--- src/sv/csbl_pkg.sv ---
package csbl_pkg;

   localparam int SUM_W = 32;
   localparam int MEAN_W = 14;
   localparam int CSR_IDX_W = 3;
   localparam logic [MEAN_W-1:0] MEAN_MAX = 14'd8192;
   localparam int CORR_MAX = 100;

   // Configuration register indexes.
   localparam logic [CSR_IDX_W-1:0] REG_MIN_SAMPLES = 3'd0;
   localparam logic [CSR_IDX_W-1:0] REG_LIMIT_ONE = 3'd1;
   localparam logic [CSR_IDX_W-1:0] REG_LIMIT_TWO = 3'd2;
   localparam logic [CSR_IDX_W-1:0] REG_LIMIT_THREE = 3'd3;
   localparam logic [CSR_IDX_W-1:0] REG_LIMIT_FOUR = 3'd4;
   localparam logic [CSR_IDX_W-1:0] REG_LIMIT_FIVE = 3'd5;

   typedef enum logic [1:0] {
      ST_IDLE,
      ST_DIVIDE,
      ST_FINISH,
      ST_OUTPUT
   } state_type;

   // Clamps a signed value to plus or minus a nonnegative bound.
   function automatic logic signed [15:0] clamp_sym(input logic signed [15:0] v,
                                                    input logic signed [15:0] b);
      logic signed [15:0] r;
      r = v;
      if (v > b) r = b;
      if (v < -b) r = -b;
      return r;
   endfunction

endpackage

--- src/sv/csbl_if.sv ---
interface csbl_req_if;
   logic        valid;
   logic        ready;
   logic [4:0]  zone_number;
   logic [31:0] sum_first;
   logic [31:0] sum_second;
   logic [31:0] sum_third;
   logic [31:0] count_first;
   logic [31:0] count_second;
   logic [31:0] count_third;
   logic        store_request;
   modport source (output valid, zone_number, sum_first, sum_second, sum_third,
                   count_first, count_second, count_third, store_request,
                   input ready);
   modport sink (input valid, zone_number, sum_first, sum_second, sum_third,
                 count_first, count_second, count_third, store_request,
                 output ready);
endinterface

interface csbl_rsp_if;
   logic              valid;
   logic              ready;
   logic [13:0]       mean_first;
   logic [13:0]       mean_second;
   logic [13:0]       mean_third;
   logic [13:0]       mean_all;
   logic              learn_ready;
   logic signed [7:0] corr_first;
   logic signed [7:0] corr_second;
   logic signed [7:0] corr_third;
   logic signed [7:0] table_first;
   logic signed [7:0] table_second;
   logic signed [7:0] table_third;
   logic              zone_error;
   modport source (output valid, mean_first, mean_second, mean_third, mean_all,
                   learn_ready, corr_first, corr_second, corr_third, table_first,
                   table_second, table_third, zone_error, input ready);
   modport sink (input valid, mean_first, mean_second, mean_third, mean_all,
                 learn_ready, corr_first, corr_second, corr_third, table_first,
                 table_second, table_third, zone_error, output ready);
endinterface

interface csbl_csr_if;
   logic       valid;
   logic       ready;
   logic [2:0] index;
   logic [7:0] data;
   modport source (output valid, index, data, input ready);
   modport sink (input valid, index, data, output ready);
endinterface

--- src/sv/cylinder_speed_balance_learner.sv ---
// An accepted item passes through three parallel bit-serial restoring dividers, then a
// finish state and an output state that holds the result until it is taken.
// A new item is accepted only in the idle state, so the block takes no new item until
// the result of the last one has been taken.
// Reset (synchronous, active high) clears the configuration registers, the learned flags
// and the control state; learned table values are undefined until written.
module cylinder_speed_balance_learner #(
   parameter int ZONE_COUNT = 20
) (
   input logic clock,
   input logic reset,
   csbl_req_if.sink req,
   csbl_rsp_if.source rsp,
   csbl_csr_if.sink csr
);
   localparam int ZW = (ZONE_COUNT > 1) ? $clog2(ZONE_COUNT) : 1;
   localparam int SW = csbl_pkg::SUM_W;

   csbl_pkg::state_type state_ff, state_in;

   logic [7:0] min_ff;
   logic [7:0] lim_ff [5];
   logic [ZONE_COUNT-1:0] flags_ff;
   logic signed [7:0] mem1 [ZONE_COUNT];
   logic signed [7:0] mem2 [ZONE_COUNT];
   logic signed [7:0] mem3 [ZONE_COUNT];
   logic signed [7:0] old_ff [3];

   logic [4:0] zone_ff;
   logic store_ff;
   logic [SW-1:0] quo_ff [3];
   logic [SW-1:0] den_ff [3];
   logic [SW-1:0] rem_ff [3];
   logic [2:0] ack_ff;
   logic [5:0] cnt_ff;

   // Output register.
   logic [13:0] m_ff [3];
   logic [13:0] mall_ff;
   logic signed [7:0] c_ff [3];
   logic signed [7:0] t_ff [3];
   logic ready_out_ff, err_ff;

   assign csr.ready = 1'b1;
   assign req.ready = (state_ff == csbl_pkg::ST_IDLE);
   assign rsp.valid = (state_ff == csbl_pkg::ST_OUTPUT);

   // Configuration registers.
   always_ff @(posedge clock) begin
      if (reset) begin
         min_ff <= '0;
         for (int i = 0; i < 5; i++) lim_ff[i] <= '0;
      end else if (csr.valid) begin
         unique case (csr.index)
            csbl_pkg::REG_MIN_SAMPLES: min_ff <= csr.data;
            csbl_pkg::REG_LIMIT_ONE: lim_ff[0] <= csr.data;
            csbl_pkg::REG_LIMIT_TWO: lim_ff[1] <= csr.data;
            csbl_pkg::REG_LIMIT_THREE: lim_ff[2] <= csr.data;
            csbl_pkg::REG_LIMIT_FOUR: lim_ff[3] <= csr.data;
            csbl_pkg::REG_LIMIT_FIVE: lim_ff[4] <= csr.data;
            default: ;
         endcase
      end
   end

   // Finish-stage arithmetic from the divider results.
   logic [13:0] mean_w [3];
   logic [15:0] msum;
   logic [31:0] mprod;
   logic [13:0] mall_w;
   logic [2:0] grp;
   logic signed [15:0] lim_w;
   logic signed [15:0] corr_w [3];
   logic valid_zone;
   logic [ZW-1:0] ix;
   logic had;
   logic signed [7:0] old_w [3];
   logic signed [7:0] new_w [3];
   logic signed [15:0] avg;

   always_comb begin
      for (int k = 0; k < 3; k++) begin
         if (!ack_ff[k]) mean_w[k] = '0;
         else if (quo_ff[k] > SW'(csbl_pkg::MEAN_MAX)) mean_w[k] = csbl_pkg::MEAN_MAX;
         else mean_w[k] = quo_ff[k][13:0];
      end
      msum = 16'(mean_w[0]) + 16'(mean_w[1]) + 16'(mean_w[2]);
      // Division by three as a reciprocal multiply; exact for sums below 2^17.
      mprod = 32'(msum) * 32'd43691;
      mall_w = 14'(mprod >> 17);
      if (zone_ff == 5'd0) grp = 3'd0;
      else if (((zone_ff - 5'd1) >> 2) >= 5'd4) grp = 3'd5;
      else grp = 3'(((zone_ff - 5'd1) >> 2) + 5'd1);
      if (grp == 3'd0) lim_w = '0;
      else begin
         lim_w = 16'(signed'(lim_ff[grp - 3'd1]));
         if (lim_w < 0) lim_w = -lim_w;
         if (lim_w > 16'sd100) lim_w = 16'sd100;
      end
      for (int k = 0; k < 3; k++)
         corr_w[k] = csbl_pkg::clamp_sym(signed'(16'(mall_w)) - signed'(16'(mean_w[k])),
                                         lim_w);
      valid_zone = (zone_ff != 5'd0) && (32'(zone_ff) <= 32'(ZONE_COUNT));
      ix = valid_zone ? ZW'(zone_ff - 5'd1) : '0;
      had = flags_ff[ix];
      old_w[0] = old_ff[0];
      old_w[1] = old_ff[1];
      old_w[2] = old_ff[2];
      for (int k = 0; k < 3; k++) begin
         if (had) begin
            avg = 16'(old_w[k]) + corr_w[k];
            avg = (avg < 0) ? -((-avg) >>> 1) : (avg >>> 1);
         end else avg = corr_w[k];
         new_w[k] = 8'(csbl_pkg::clamp_sym(avg, 16'(csbl_pkg::CORR_MAX)));
      end
   end

   // Control sequencer.
   always_ff @(posedge clock) begin
      if (reset) state_ff <= csbl_pkg::ST_IDLE;
      else state_ff <= state_in;
   end

   always_comb begin
      state_in = state_ff;
      unique case (state_ff)
         csbl_pkg::ST_IDLE: if (req.valid) state_in = csbl_pkg::ST_DIVIDE;
         csbl_pkg::ST_DIVIDE: if (cnt_ff == 6'd31) state_in = csbl_pkg::ST_FINISH;
         csbl_pkg::ST_FINISH: state_in = csbl_pkg::ST_OUTPUT;
         csbl_pkg::ST_OUTPUT: if (rsp.ready) state_in = csbl_pkg::ST_IDLE;
         default: state_in = csbl_pkg::ST_IDLE;
      endcase
   end

   // Datapath: load, one quotient bit per cycle per cylinder, finish.
   logic [SW:0] trial [3];
   always_comb
      for (int k = 0; k < 3; k++) trial[k] = {rem_ff[k], quo_ff[k][SW-1]};

   always_ff @(posedge clock) begin
      if (reset) flags_ff <= '0;
      else if (state_ff == csbl_pkg::ST_FINISH && valid_zone && store_ff)
         flags_ff[ix] <= 1'b1;
   end

   always_ff @(posedge clock) begin
      if (state_ff == csbl_pkg::ST_IDLE && req.valid) begin
         zone_ff <= req.zone_number;
         store_ff <= req.store_request;
         quo_ff[0] <= req.sum_first;
         quo_ff[1] <= req.sum_second;
         quo_ff[2] <= req.sum_third;
         den_ff[0] <= req.count_first;
         den_ff[1] <= req.count_second;
         den_ff[2] <= req.count_third;
         ack_ff[0] <= req.count_first >= 32'(min_ff) + 32'd1;
         ack_ff[1] <= req.count_second >= 32'(min_ff) + 32'd1;
         ack_ff[2] <= req.count_third >= 32'(min_ff) + 32'd1;
         for (int k = 0; k < 3; k++) rem_ff[k] <= '0;
         cnt_ff <= '0;
      end else if (state_ff == csbl_pkg::ST_DIVIDE) begin
         cnt_ff <= cnt_ff + 6'd1;
         // The learned entry of the zone is read while the dividers run.
         old_ff[0] <= mem1[ix];
         old_ff[1] <= mem2[ix];
         old_ff[2] <= mem3[ix];
         for (int k = 0; k < 3; k++) begin
            if (trial[k] >= {1'b0, den_ff[k]}) begin
               rem_ff[k] <= SW'(trial[k] - {1'b0, den_ff[k]});
               quo_ff[k] <= {quo_ff[k][SW-2:0], 1'b1};
            end else begin
               rem_ff[k] <= trial[k][SW-1:0];
               quo_ff[k] <= {quo_ff[k][SW-2:0], 1'b0};
            end
         end
      end else if (state_ff == csbl_pkg::ST_FINISH) begin
         for (int k = 0; k < 3; k++) begin
            m_ff[k] <= mean_w[k];
            c_ff[k] <= 8'(corr_w[k]);
         end
         mall_ff <= mall_w;
         ready_out_ff <= (&ack_ff) && (grp != 3'd0);
         err_ff <= store_ff && !valid_zone;
         if (valid_zone && store_ff) begin
            mem1[ix] <= new_w[0];
            mem2[ix] <= new_w[1];
            mem3[ix] <= new_w[2];
            for (int k = 0; k < 3; k++) t_ff[k] <= new_w[k];
         end else if (valid_zone && had) begin
            for (int k = 0; k < 3; k++) t_ff[k] <= old_w[k];
         end else begin
            for (int k = 0; k < 3; k++) t_ff[k] <= '0;
         end
      end
   end

   assign rsp.mean_first = m_ff[0];
   assign rsp.mean_second = m_ff[1];
   assign rsp.mean_third = m_ff[2];
   assign rsp.mean_all = mall_ff;
   assign rsp.learn_ready = ready_out_ff;
   assign rsp.corr_first = c_ff[0];
   assign rsp.corr_second = c_ff[1];
   assign rsp.corr_third = c_ff[2];
   assign rsp.table_first = t_ff[0];
   assign rsp.table_second = t_ff[1];
   assign rsp.table_third = t_ff[2];
   assign rsp.zone_error = err_ff;

endmodule
--- src/flat_wrapper.sv ---
// flat-port wrapper written by rule: the top's interface ports become plain ports
module cylinder_speed_balance_learner_flat 
#(
   parameter int ZONE_COUNT = 20
)
  (clock, reset, req_valid, req_zone_number, req_sum_first, req_sum_second, req_sum_third, req_count_first, req_count_second, req_count_third, req_store_request, req_ready, rsp_valid, rsp_mean_first, rsp_mean_second, rsp_mean_third, rsp_mean_all, rsp_learn_ready, rsp_corr_first, rsp_corr_second, rsp_corr_third, rsp_table_first, rsp_table_second, rsp_table_third, rsp_zone_error, rsp_ready, csr_valid, csr_index, csr_data, csr_ready);
  csbl_req_if req_i ();
  csbl_rsp_if rsp_i ();
  csbl_csr_if csr_i ();
  input logic clock;
  input logic reset;
  input wire logic [$bits(req_i.valid)-1:0] req_valid;
  input wire logic [$bits(req_i.zone_number)-1:0] req_zone_number;
  input wire logic [$bits(req_i.sum_first)-1:0] req_sum_first;
  input wire logic [$bits(req_i.sum_second)-1:0] req_sum_second;
  input wire logic [$bits(req_i.sum_third)-1:0] req_sum_third;
  input wire logic [$bits(req_i.count_first)-1:0] req_count_first;
  input wire logic [$bits(req_i.count_second)-1:0] req_count_second;
  input wire logic [$bits(req_i.count_third)-1:0] req_count_third;
  input wire logic [$bits(req_i.store_request)-1:0] req_store_request;
  output wire logic [$bits(req_i.ready)-1:0] req_ready;
  output wire logic [$bits(rsp_i.valid)-1:0] rsp_valid;
  output wire logic [$bits(rsp_i.mean_first)-1:0] rsp_mean_first;
  output wire logic [$bits(rsp_i.mean_second)-1:0] rsp_mean_second;
  output wire logic [$bits(rsp_i.mean_third)-1:0] rsp_mean_third;
  output wire logic [$bits(rsp_i.mean_all)-1:0] rsp_mean_all;
  output wire logic [$bits(rsp_i.learn_ready)-1:0] rsp_learn_ready;
  output wire logic [$bits(rsp_i.corr_first)-1:0] rsp_corr_first;
  output wire logic [$bits(rsp_i.corr_second)-1:0] rsp_corr_second;
  output wire logic [$bits(rsp_i.corr_third)-1:0] rsp_corr_third;
  output wire logic [$bits(rsp_i.table_first)-1:0] rsp_table_first;
  output wire logic [$bits(rsp_i.table_second)-1:0] rsp_table_second;
  output wire logic [$bits(rsp_i.table_third)-1:0] rsp_table_third;
  output wire logic [$bits(rsp_i.zone_error)-1:0] rsp_zone_error;
  input wire logic [$bits(rsp_i.ready)-1:0] rsp_ready;
  input wire logic [$bits(csr_i.valid)-1:0] csr_valid;
  input wire logic [$bits(csr_i.index)-1:0] csr_index;
  input wire logic [$bits(csr_i.data)-1:0] csr_data;
  output wire logic [$bits(csr_i.ready)-1:0] csr_ready;
  assign req_i.valid = req_valid;
  assign req_i.zone_number = req_zone_number;
  assign req_i.sum_first = req_sum_first;
  assign req_i.sum_second = req_sum_second;
  assign req_i.sum_third = req_sum_third;
  assign req_i.count_first = req_count_first;
  assign req_i.count_second = req_count_second;
  assign req_i.count_third = req_count_third;
  assign req_i.store_request = req_store_request;
  assign req_ready = req_i.ready;
  assign rsp_valid = rsp_i.valid;
  assign rsp_mean_first = rsp_i.mean_first;
  assign rsp_mean_second = rsp_i.mean_second;
  assign rsp_mean_third = rsp_i.mean_third;
  assign rsp_mean_all = rsp_i.mean_all;
  assign rsp_learn_ready = rsp_i.learn_ready;
  assign rsp_corr_first = rsp_i.corr_first;
  assign rsp_corr_second = rsp_i.corr_second;
  assign rsp_corr_third = rsp_i.corr_third;
  assign rsp_table_first = rsp_i.table_first;
  assign rsp_table_second = rsp_i.table_second;
  assign rsp_table_third = rsp_i.table_third;
  assign rsp_zone_error = rsp_i.zone_error;
  assign rsp_i.ready = rsp_ready;
  assign csr_i.valid = csr_valid;
  assign csr_i.index = csr_index;
  assign csr_i.data = csr_data;
  assign csr_ready = csr_i.ready;
  cylinder_speed_balance_learner #(.ZONE_COUNT(ZONE_COUNT)) u_core (.clock(clock), .reset(reset), .req(req_i), .rsp(rsp_i), .csr(csr_i));
endmodule
--- config.mk ---
export PLATFORM = sky130hd
export DESIGN_NAME = cylinder_speed_balance_learner_flat
export DESIGN_NICKNAME = d
export VERILOG_FILES = /design/src/sv/csbl_pkg.sv /design/src/sv/csbl_if.sv /design/src/sv/cylinder_speed_balance_learner.sv /design/src/flat_wrapper.sv
export SDC_FILE = /design/constraint.sdc
export NUM_CORES = 2
export LEC_CHECK = 0
export BUFFER_PORTS_ARGS = -buffer_cell sky130_fd_sc_hd__buf_4
export CAP_MARGIN = 10
export CORE_ASPECT_RATIO = 0.5
export CORE_MARGIN = 1
export CORE_UTILIZATION = 40
export DETAILED_ROUTE_END_ITERATION = 10
export GPL_ROUTABILITY_DRIVEN = 0
export PLACE_DENSITY = 0.62
export REMOVE_ABC_BUFFERS = 1
export SYNTH_ARGS = -nofsm -noshare
export SYNTH_HDL_FRONTEND = slang
export SYNTH_SLANG_ARGS = --single-unit
export TNS_END_PERCENT = 20
--- constraint.sdc ---
create_clock -name clock -period 35.6 [get_ports clock]
set_input_delay 3.56 -clock clock [delete_from_list [all_inputs] [get_ports clock]]
set_output_delay 3.56 -clock clock [all_outputs]
set_load 0.1 [all_outputs]
==> results.sh <==
export IMPL_status="finished clean"
export IMPL_ys_seq_area_share_pct=48.0
export IMPL_worst_setup_path_start_kind="flip-flop"
export IMPL_overflow=0
export IMPL_hold_buffers=0
export IMPL_wl_um=183000
export IMPL_synth_edf_count=946
export IMPL_cts_max_path_buffers=3
export IMPL_endpoint_kind="flip-flop"
export IMPL_core_area_um2=150000
export IMPL_netlist_area_um2=60800
export IMPL_dp_cells=7883
export IMPL_synth_commonest_cells="946 x edfxtp_1, 480 x nand2_1, 469 x ha_1"
export IMPL_cts_resized=0
export IMPL_holdWs_ns=0.468
export IMPL_fillers=13600
export IMPL_path_max_fanout=20
export IMPL_grt_pass1_vias=45500
export IMPL_synth_top_area_cell="edfxtp_1"
export IMPL_rsz0062_at_grt="false"
export IMPL_final_core_util_pct=46.1
export IMPL_synth_top_area_share_pct=46.7
export IMPL_synth_cells=5696
export IMPL_drv_cap=0
export IMPL_initial_core_util_pct=40.6
export IMPL_cts_num_sinks=983
export IMPL_setup_tns_ns=0
export IMPL_fin_crit_sh_pct=66.4
export IMPL_grt_pass1_wl_um=275000
export IMPL_post_cts_buffers=0
export IMPL_finalNetCount=6767
export IMPL_syn_avg_cell_area_um2=10.7
export IMPL_die_area_um2=154000
export IMPL_min_delay_path_depth=2
export IMPL_drive_above_1_share_pct=10.8
export IMPL_async_reset_ff_share_pct=0
export IMPL_yosys_most_used_dff="edfxtp_1"
export IMPL_path_clk_slew_ns=0.07
export IMPL_synth_warnings=0
export IMPL_synth_seq_cells=983
export IMPL_io_pins=323
export IMPL_setup_viol=0
export IMPL_max_freq_mhz=42.3
export IMPL_port_buffer_count=321
export IMPL_clk_latency_ns=0.78
export IMPL_grt_antenna_before_repair=4
export IMPL_num_vias=46800
export IMPL_drt_iter0_drc=4629
export IMPL_grtUsageTotal_pct=23.2
export IMPL_crit_type="flip-flop to flip-flop"
export IMPL_synth_most_common_cell="edfxtp_1"
export IMPL_drc_errors=0
export IMPL_relSlewSlack_pct=17.6
export IMPL_die_y_um=278
export IMPL_hp_class="flip-flop to flip-flop"
export IMPL_required_ns=35.94
export IMPL_worst_r2r_path_depth=79
export IMPL_detail_route_antenna_nets=0
export IMPL_grt_max_degree=131
export IMPL_yosysUniqueCellTypes=101
export IMPL_first_pass_iters=6
export IMPL_max_stage_delay_ns=1.04
export IMPL_synth_area_top_cells="edfxtp_1 47%, ha_1 9.7%, mux2i_1 3.1%"
export IMPL_hold_viol=0
export IMPL_viasPerCell=5.80
export IMPL_clock_root_buffer="clkbuf_16"
export IMPL_layout_cells_non_filler=8066
export IMPL_cts_tree="yes"
export IMPL_dp_hpwl_um=128000
export IMPL_cts_made_buffers=93
export IMPL_die_x_um=553
export IMPL_htree_levels=3
export IMPL_slew_violations=0
export IMPL_crit_path_frequent_cell="a21oi_1"
export IMPL_area_growth_pct=13.6
export IMPL_rows=100
export IMPL_arrival_ns=23.97
export IMPL_clock_skew_ns=0.0873
export IMPL_worstMarginPinSlew_ns=1.22
export IMPL_wl_per_cell_um=22.7
export IMPL_cp_slowest_cell="nor4b_2"
export IMPL_period_minus_slack_ns=23.63
-- worst max-delay path, delay by kind of cell (launching register included) --
family | cells | cell delay [ns]
flip-flops | 1 | 0.41
buffers and inverters | 6 | 1.04
multiplexers | 1 | 0.35
AO/OA/AOI/OAI | 41 | 10.32
AND/OR/NAND/NOR | 14 | 5.24
adder cells (fa/ha/maj) | 12 | 4.64
XOR/XNOR | 5 | 1.16
-- cell type report --
class	instances	area (µm²)	area share (%)
clock buffers	109	2390	3.46
well taps	1989	2490	3.60
clock inverters	64	932	1.35
inverters	426	1610	2.33
repair buffers	391	2950	4.27
multi-input cells	4101	29500	42.8
diodes	3	7.51	0.0109
flip-flops and latches	983	29100	42.2
-- cells in the final DEF, fill, tap and decap left out, drive strengths merged, types with 110 or more instances in the layout --
| master | synthesis | final |
|---|---|---|
| edfxtp | 946 | 946 |
| nand2 | 480 | 480 |
| ha | 469 | 469 |
| inv | 423 | 429 |
| nor2 | 402 | 402 |
| buf | 30 | 390 |
| a21oi | 335 | 335 |
| o21ai | 259 | 259 |
| mux2i | 191 | 191 |
| nor3 | 184 | 184 |
| nand3 | 151 | 151 |
| nor2b | 151 | 151 |
| xnor2 | 137 | 137 |
| clkbuf | 181 | 110 |
-- registers in the layout (all words and copies together) (netlist names), 2 cells and up --
register,count
u_core.ack_ff,3
u_core.c_ff,24
u_core.cnt_ff,6
u_core.den_ff,96
u_core.flags_ff,20
u_core.lim_ff,40
u_core.m_ff,42
u_core.mem1,160
u_core.mem2,160
u_core.mem3,160
u_core.min_ff,8
u_core.old_ff,24
u_core.quo_ff,96
u_core.rem_ff,96
u_core.rsp.mean_all,14
u_core.state_ff,2
u_core.t_ff,24
u_core.zone_ff,5
-- stage by stage --
| step | setup slack (ns) | instance area (µm²) |
|---|---|---|
| 2_1_floorplan | 15.02 | 60100 |
| 3_3_place_gp | 13.05 | 65600 |
| 3_5_place_dp | 12.23 | 65700 |
| 4_1_cts | 12.23 | 69000 |
| 5_1_grt | 10.10 | 69000 |
| 6_report | 11.97 | 69000 |
-- metal layers --
layer / track usage (%) / up-vias / wire length [µm]
met3: 3.18 / 293 / 12100
met2: 38.9 / 1761 / 87100
li1: - / 21700 / -
met1: 31.0 / 23000 / 77800
met5: 0 / - / 0
met4: 7.56 / 0 / 5900
-- path summary, 6_finish.rpt --
path / startpoint / to / slack (ns)
setup reg to reg: u_core.quo_ff[1][9]$_DFFE_PP_ / u_core.mem3[6][2]$_DFFE_PP_ / 11.97
setup / recovery: u_core.quo_ff[1][9]$_DFFE_PP_ / u_core.mem3[6][2]$_DFFE_PP_ / 11.97
hold / removal: u_core.flags_ff[7]$_SDFFE_PP0P_ / u_core.flags_ff[7]$_SDFFE_PP0P_ / 0.47
hold reg to reg: u_core.flags_ff[7]$_SDFFE_PP0P_ / u_core.flags_ff[7]$_SDFFE_PP0P_ / 0.47
-- logic make-up after synthesis --
group | share of synthesized area, %
simple gates | 14.1
compound gates | 14.5
flops | 48.0
buf+inv | 3.97
fa+ha+maj | 12.6
xor+xnor | 3.22
mux | 3.58
other cells | 0.00617
Power is left out: the tool's default activity adds up to more than one toggle a clock period on the data nets, which glitch-free logic cannot reach.
